===== config.mk =====
export PLATFORM = sky130hd
export DESIGN_NAME = swrl_ctrl
export DESIGN_NICKNAME = d
export VERILOG_FILES = /design/src/hdl/swrl_pkg.sv /design/src/hdl/swrl_ctrl.sv
export VERILOG_INCLUDE_DIRS = /design/src /design/src/hdl
export SDC_FILE = /design/constraint.sdc
export NUM_CORES = 1
export LEC_CHECK = 0
export ABC_CLOCK_PERIOD_IN_PS = 800
export BUFFER_PORTS_ARGS = -buffer_cell sky130_fd_sc_hd__buf_2
export CAP_MARGIN = 20
export CORE_AREA = 3 3 40 42
export CTS_CLUSTER_DIAMETER = 30
export DETAILED_ROUTE_END_ITERATION = 7
export DIE_AREA = 0 0 43 45
export GPL_TIMING_DRIVEN = 0
export HOLD_SLACK_MARGIN = 0.06
export PLACE_DENSITY = 0.3
export SYNTH_ARGS = -nofsm -noshare
export SYNTH_HDL_FRONTEND = slang
export SYNTH_SLANG_ARGS = --single-unit

===== constraint.sdc =====
create_clock -name clk -period 0.8 [get_ports clk]
set_input_delay 0.16 -clock clk [delete_from_list [all_inputs] [get_ports clk]]
set_output_delay 0.16 -clock clk [all_outputs]
set_load 0.02 [all_outputs]

===== src/hdl/sliding_window_rate_limiter_defines.svh =====
// Assertion macros for the rate limiter controller.
`ifndef SLIDING_WINDOW_RATE_LIMITER_DEFINES_SVH
`define SLIDING_WINDOW_RATE_LIMITER_DEFINES_SVH

// Same-cycle implication, disabled during reset
`define SWRL_ASSERT_IMP(name, clk, rst_n, ante, cons) \
	name: assert property (@(posedge clk) disable iff (!rst_n) (ante) |-> (cons)) \
		else $error("swrl: same-cycle check failed");

// Next-cycle implication, disabled during reset
`define SWRL_ASSERT_NXT(name, clk, rst_n, ante, cons) \
	name: assert property (@(posedge clk) disable iff (!rst_n) (ante) |=> (cons)) \
		else $error("swrl: next-cycle check failed");

`endif


===== src/hdl/swrl_pkg.sv =====
// Package for the sliding window rate limiter: widths, register codes, command types.
`timescale 1ns / 1ps

package swrl_pkg;

	// Fixed field widths
	localparam int LEN_W = 32;
	localparam int SUM_W = 38;

	// Parameter defaults
	localparam int DEF_LOG_DEPTH = 64;
	localparam int DEF_TIME_BITS = 48;

	// Window length after reset (one second at microsecond ticks)
	localparam logic [63:0] WINDOW_RESET = 64'd1000000;

	// Configuration register indexes
	localparam int CFG_IDX_W = 2;
	localparam logic [CFG_IDX_W-1:0] REG_BYTE_MODE    = 2'd0;
	localparam logic [CFG_IDX_W-1:0] REG_PERIOD_TICKS = 2'd1;
	localparam logic [CFG_IDX_W-1:0] REG_BYTE_BUDGET  = 2'd2;
	localparam logic [CFG_IDX_W-1:0] REG_WINDOW_TICKS = 2'd3;

	// Controller to datapath commands
	typedef struct packed {
		logic load;    // capture the accepted message
		logic pop;     // retire the oldest log entry
		logic decide;  // make the decision and fill the result register
	} swrl_cmd_t;

	// Datapath to controller status
	typedef struct packed {
		logic expired; // oldest log entry lies before the window
	} swrl_stat_t;

endpackage


===== src/hdl/swrl_ctrl.sv =====
// Controller for the rate limiter: sequences load, expiry pops and the decision.
`timescale 1ns / 1ps

module swrl_ctrl
	import swrl_pkg::*;
(
	input  logic       clk,
	input  logic       arst_n,
	input  logic       in_valid,
	output logic       in_ready,
	output logic       out_valid,
	input  logic       out_ready,
	input  swrl_stat_t stat,
	output swrl_cmd_t  cmd
);

	localparam logic ST_IDLE = 1'b0;
	localparam logic ST_WORK = 1'b1;

	logic state_q;
	logic state_nxt;
	logic out_valid_q;
	logic in_xfer;
	logic out_free;

	// Handshake
	assign in_ready  = (state_q == ST_IDLE);
	assign in_xfer   = in_valid && in_ready;
	assign out_free  = !out_valid_q || out_ready;
	assign out_valid = out_valid_q;

	// Commands: pop while the head is stale, then decide once the result slot is free
	always_comb begin
		cmd.load   = in_xfer;
		cmd.pop    = (state_q == ST_WORK) && stat.expired;
		cmd.decide = (state_q == ST_WORK) && !stat.expired && out_free;
	end

	// Next state
	always_comb begin
		state_nxt = state_q;
		unique case (state_q)
			ST_IDLE: begin
				if (in_xfer) begin
					state_nxt = ST_WORK;
				end
			end
			ST_WORK: begin
				if (cmd.decide) begin
					state_nxt = ST_IDLE;
				end
			end
			default: state_nxt = ST_IDLE;
		endcase
	end

	always_ff @(posedge clk or negedge arst_n) begin
		if (!arst_n) begin
			state_q <= ST_IDLE;
		end else begin
			state_q <= state_nxt;
		end
	end

	// Result valid: set by a decision, cleared by the output transfer
	always_ff @(posedge clk or negedge arst_n) begin
		if (!arst_n) begin
			out_valid_q <= 1'b0;
		end else if (cmd.decide) begin
			out_valid_q <= 1'b1;
		end else if (out_ready) begin
			out_valid_q <= 1'b0;
		end
	end

`include "sliding_window_rate_limiter_defines.svh"

	`SWRL_ASSERT_IMP(a_no_overwrite, clk, arst_n, cmd.decide, !out_valid_q || out_ready)
	`SWRL_ASSERT_IMP(a_pop_xor_decide, clk, arst_n, cmd.pop, !cmd.decide && !in_ready)
	`SWRL_ASSERT_NXT(a_decide_shows, clk, arst_n, cmd.decide, out_valid && in_ready)

endmodule


==> summary.md <==
| Metric | Value |
|---|---|
| Rows | 13 |
| Avg Cell Area, Syn | 9.49 µm² |
| CP max stage cell | dfrtp_2 |
| Critical path data arrival time | 0.99 ns |
| Final setup margin | -0.354 ns |
| Routed WL | 356 µm |
| Syn Std Cell Area | 114 µm² |
| Peak supply drop | 0.000524 V |
| Worst hold start | stat |
| Final Hold Violating Endpoints | 0 |
| Fmax | 0.866 GHz |
| Final ANT Viol Nets | 0 |
| 1st-iter DRT viols | 1 |
| Pre-antenna DRT Iters | 2 |
| GRT Residual Overflow | 0 |
| Die ar. | 1940 µm² |
| Internal Power | 466 µW |
| Clock buffer count from CTS | 3 |
| Clk_skew | 0.00574 ns |
| Initial core utilization | 8.86% |
| Max-cap violations | 0 |
| Worst rel slew slack | 90.3% |
| Sequential share of power | 22.4% |
| Worst-margin pin slew | 0.145 ns |
| Die W | 43 µm |
| # setup viols final | 6 |
| Post-synthesis cell type count | 9 |
| CTS Buffer Depth | 2 |
| Initial antenna violation count | 0 |
| Layout net count | 34 |
| Final worst path period share | 144% |
| Routability Congestion | 0.615 |
| Dpl ws | -0.163 ns |
| # DRC | 0 |
| Cells after Synth | 12 |
| Core ar. | 1280 µm² |
| R2R Path Start | state_q |
| Total power | 685 µW |
| Number of port buffers | 9 |
| Violated checks | negative setup slack |
| Min-Delay Endpoint | out_valid |
| Crit. Startpoint | out_valid |
| Worst setup EP type | output port |
| Status | complete, but fails checks |
| Via count | 140 |
| Largest fanout on the critical path | 2 |
| Max-slew violation count | 0 |
| Share of cells above drive strength 1 | 85.7% |
| Sw power | 219 µW |
| Switching share of power | 32.0% |
| Wire length of the first global-routing pass | 634 µm |
| Crit path kind | reg2out |
| Largest net degree at the start of global routing | 5 |
| CP Data Required Time | 0.64 ns |
| Crit path launch type | register |
| Yosys warnings | 0 |
| Reg2Reg Depth | 3 |
| Worst-path cell chain | nand2b_4, and3_4, buf_6 |
| Htree depth | 1 |
| Clock root cell | clkbuf_4 |
| Synth-to-Final Area Change | 152% |
| Minimum clock period | 1.15 ns |
| DR vias/cell | 3.26 |
| RSZ-0062 raised after global routing | true |
| Register bit total from synthesis | 2 |
| IO Pins | 10 |
| Die height | 45 µm |
| LEAKAGE | 0.000136 µW |
| Syn Nets | 17 |
| ANT cells | 0 |
| Seq/Total Area, Yosys | 44.0% |
| Worst R2R Setup Slack | -0.03 ns |
| Worst-path clk slew | 0.04 ns |
| Clock Sinks | 2 |
| CTS tree | done |
| Clk pwr share | 37.0% |
| Overall routing resource usage | 4.58% |
| Critical Path Max Stage Delay | 0.41 ns |
| Logic pwr share | 40.6% |
| Hold Path Cell Cnt | 2 |
| RR Endpoint | state_q |
| DR WL/cell | 8.28 µm |
| Via count of the first global-routing pass | 166 |
| HP Class | in2reg |
| Pwr dens | 2390 nW/µm² |
| Worst-Skew Late Latency | 0.23 ns |
==> worst max-delay path: cells and delay by family (launching register included) <==
family | cells | cell delay, ns
buf+inv | 1 | 0.11
simple gates | 2 | 0.24
flops | 1 | 0.41
==> synthesized netlist by cell type (all sizes together) <==
master | count | share of area [%]
buf | 1 | 6.6
and3 | 1 | 5.5
nand2b | 1 | 12
o21ai | 1 | 7.7
nor2b | 1 | 5.5
a31oi | 1 | 5.5
nor2 | 2 | 6.6
inv | 2 | 6.6
dfrtp | 2 | 44
==> area by class of cell <==
type | count | area (µm²)
Clock buffer | 4 | 26.3
Fill cell | 150 | 998
Inverter | 2 | 10.0
Multi-Input combinational cell | 7 | 66.3
Sequential cell | 2 | 52.6
Timing Repair Buffer | 13 | 113
Tap cell | 15 | 18.8
==> layer usage <==
metal | up-vias | GRT usage [%] | part of all wire (%) | wire [µm]
met3 | 0 | 2.39 | 9.6 | 34
met4 | 0 | 3.61 | 0 | 0
li1 | 70 | - | - | -
met1 | 63 | 5.54 | 50 | 177
met5 | - | 0 | 0 | 0
met2 | 7 | 5.99 | 40 | 144
==> metrics by stage <==
step	area (µm²)	utilization, %	instances	TNS [ns]	hold slack, ns
global route	287	22.3	43	-1.66	0.126
CTS	260	20.3	42	-1.44	0.112
detailed placement	191	14.9	36	-0.437	-0.0530
floorplan	128	-	12	-0.109	-0.136
global placement	191	14.9	36	-0.436	-0.0530
finish	287	22.3	43	-1.42	0.120
==> sequential cells by signal (all words and copies together) (netlist names) <==
register   cells
out_valid      1
state_q        1
==> what timing repair did <==
item | 4_1_cts | 5_1_grt
setup endpoints to repair | 5 | 6
hold endpoints to repair | 2 | 0
pin swaps | 0 | 1
cloned | 0 | 0
gates resized for setup | 8 | 7
buffers inserted | 2 | 1
hold buffers | 1 | 0
==> cells by family (layout without fill, tap and decap cells) <==
group | after synthesis | count (layout) | synth area share, %
simple gates | 5 | 5 | 29.7
buf+inv | 3 | 19 | 13.2
compound gates | 2 | 2 | 13.2
flops | 2 | 2 | 44.0
==> power groups by stage <==
stage               sequential, µW  combinational [µW]  clock, µW
finish                         154                 278        254
floorplan                      155                 111          0
global placement               147                 178          0
CTS                            145                 241        269
detailed placement             147                 177          0
global route                   157                 297        281
==> layout by cell type, fill, tap and decap left out <==
cell,count
nor2_4,1
buf_2,4
nor2b_2,1
dfrtp_2,2
buf_6,6
inv_1,1
a31oi_1,1
buf_4,2
nor2_2,1
clkbuf_4,3
inv_4,1
dlygate4sd3_1,1
nand2b_4,1
and3_4,1
clkbuf_1,1
o21ai_2,1
==> worst max-delay path by stage <==
stage | end | slack (ns) | cells after the start
finish | cmd[0] | -0.35 | 3
global route | cmd[0] | -0.39 | 3
CTS | cmd[0] | -0.37 | 3
detailed placement | cmd[0] | -0.16 | 3
global placement | cmd[0] | -0.16 | 3
floorplan | cmd[0] | -0.10 | 2
(Power assumes the default switching activity.)
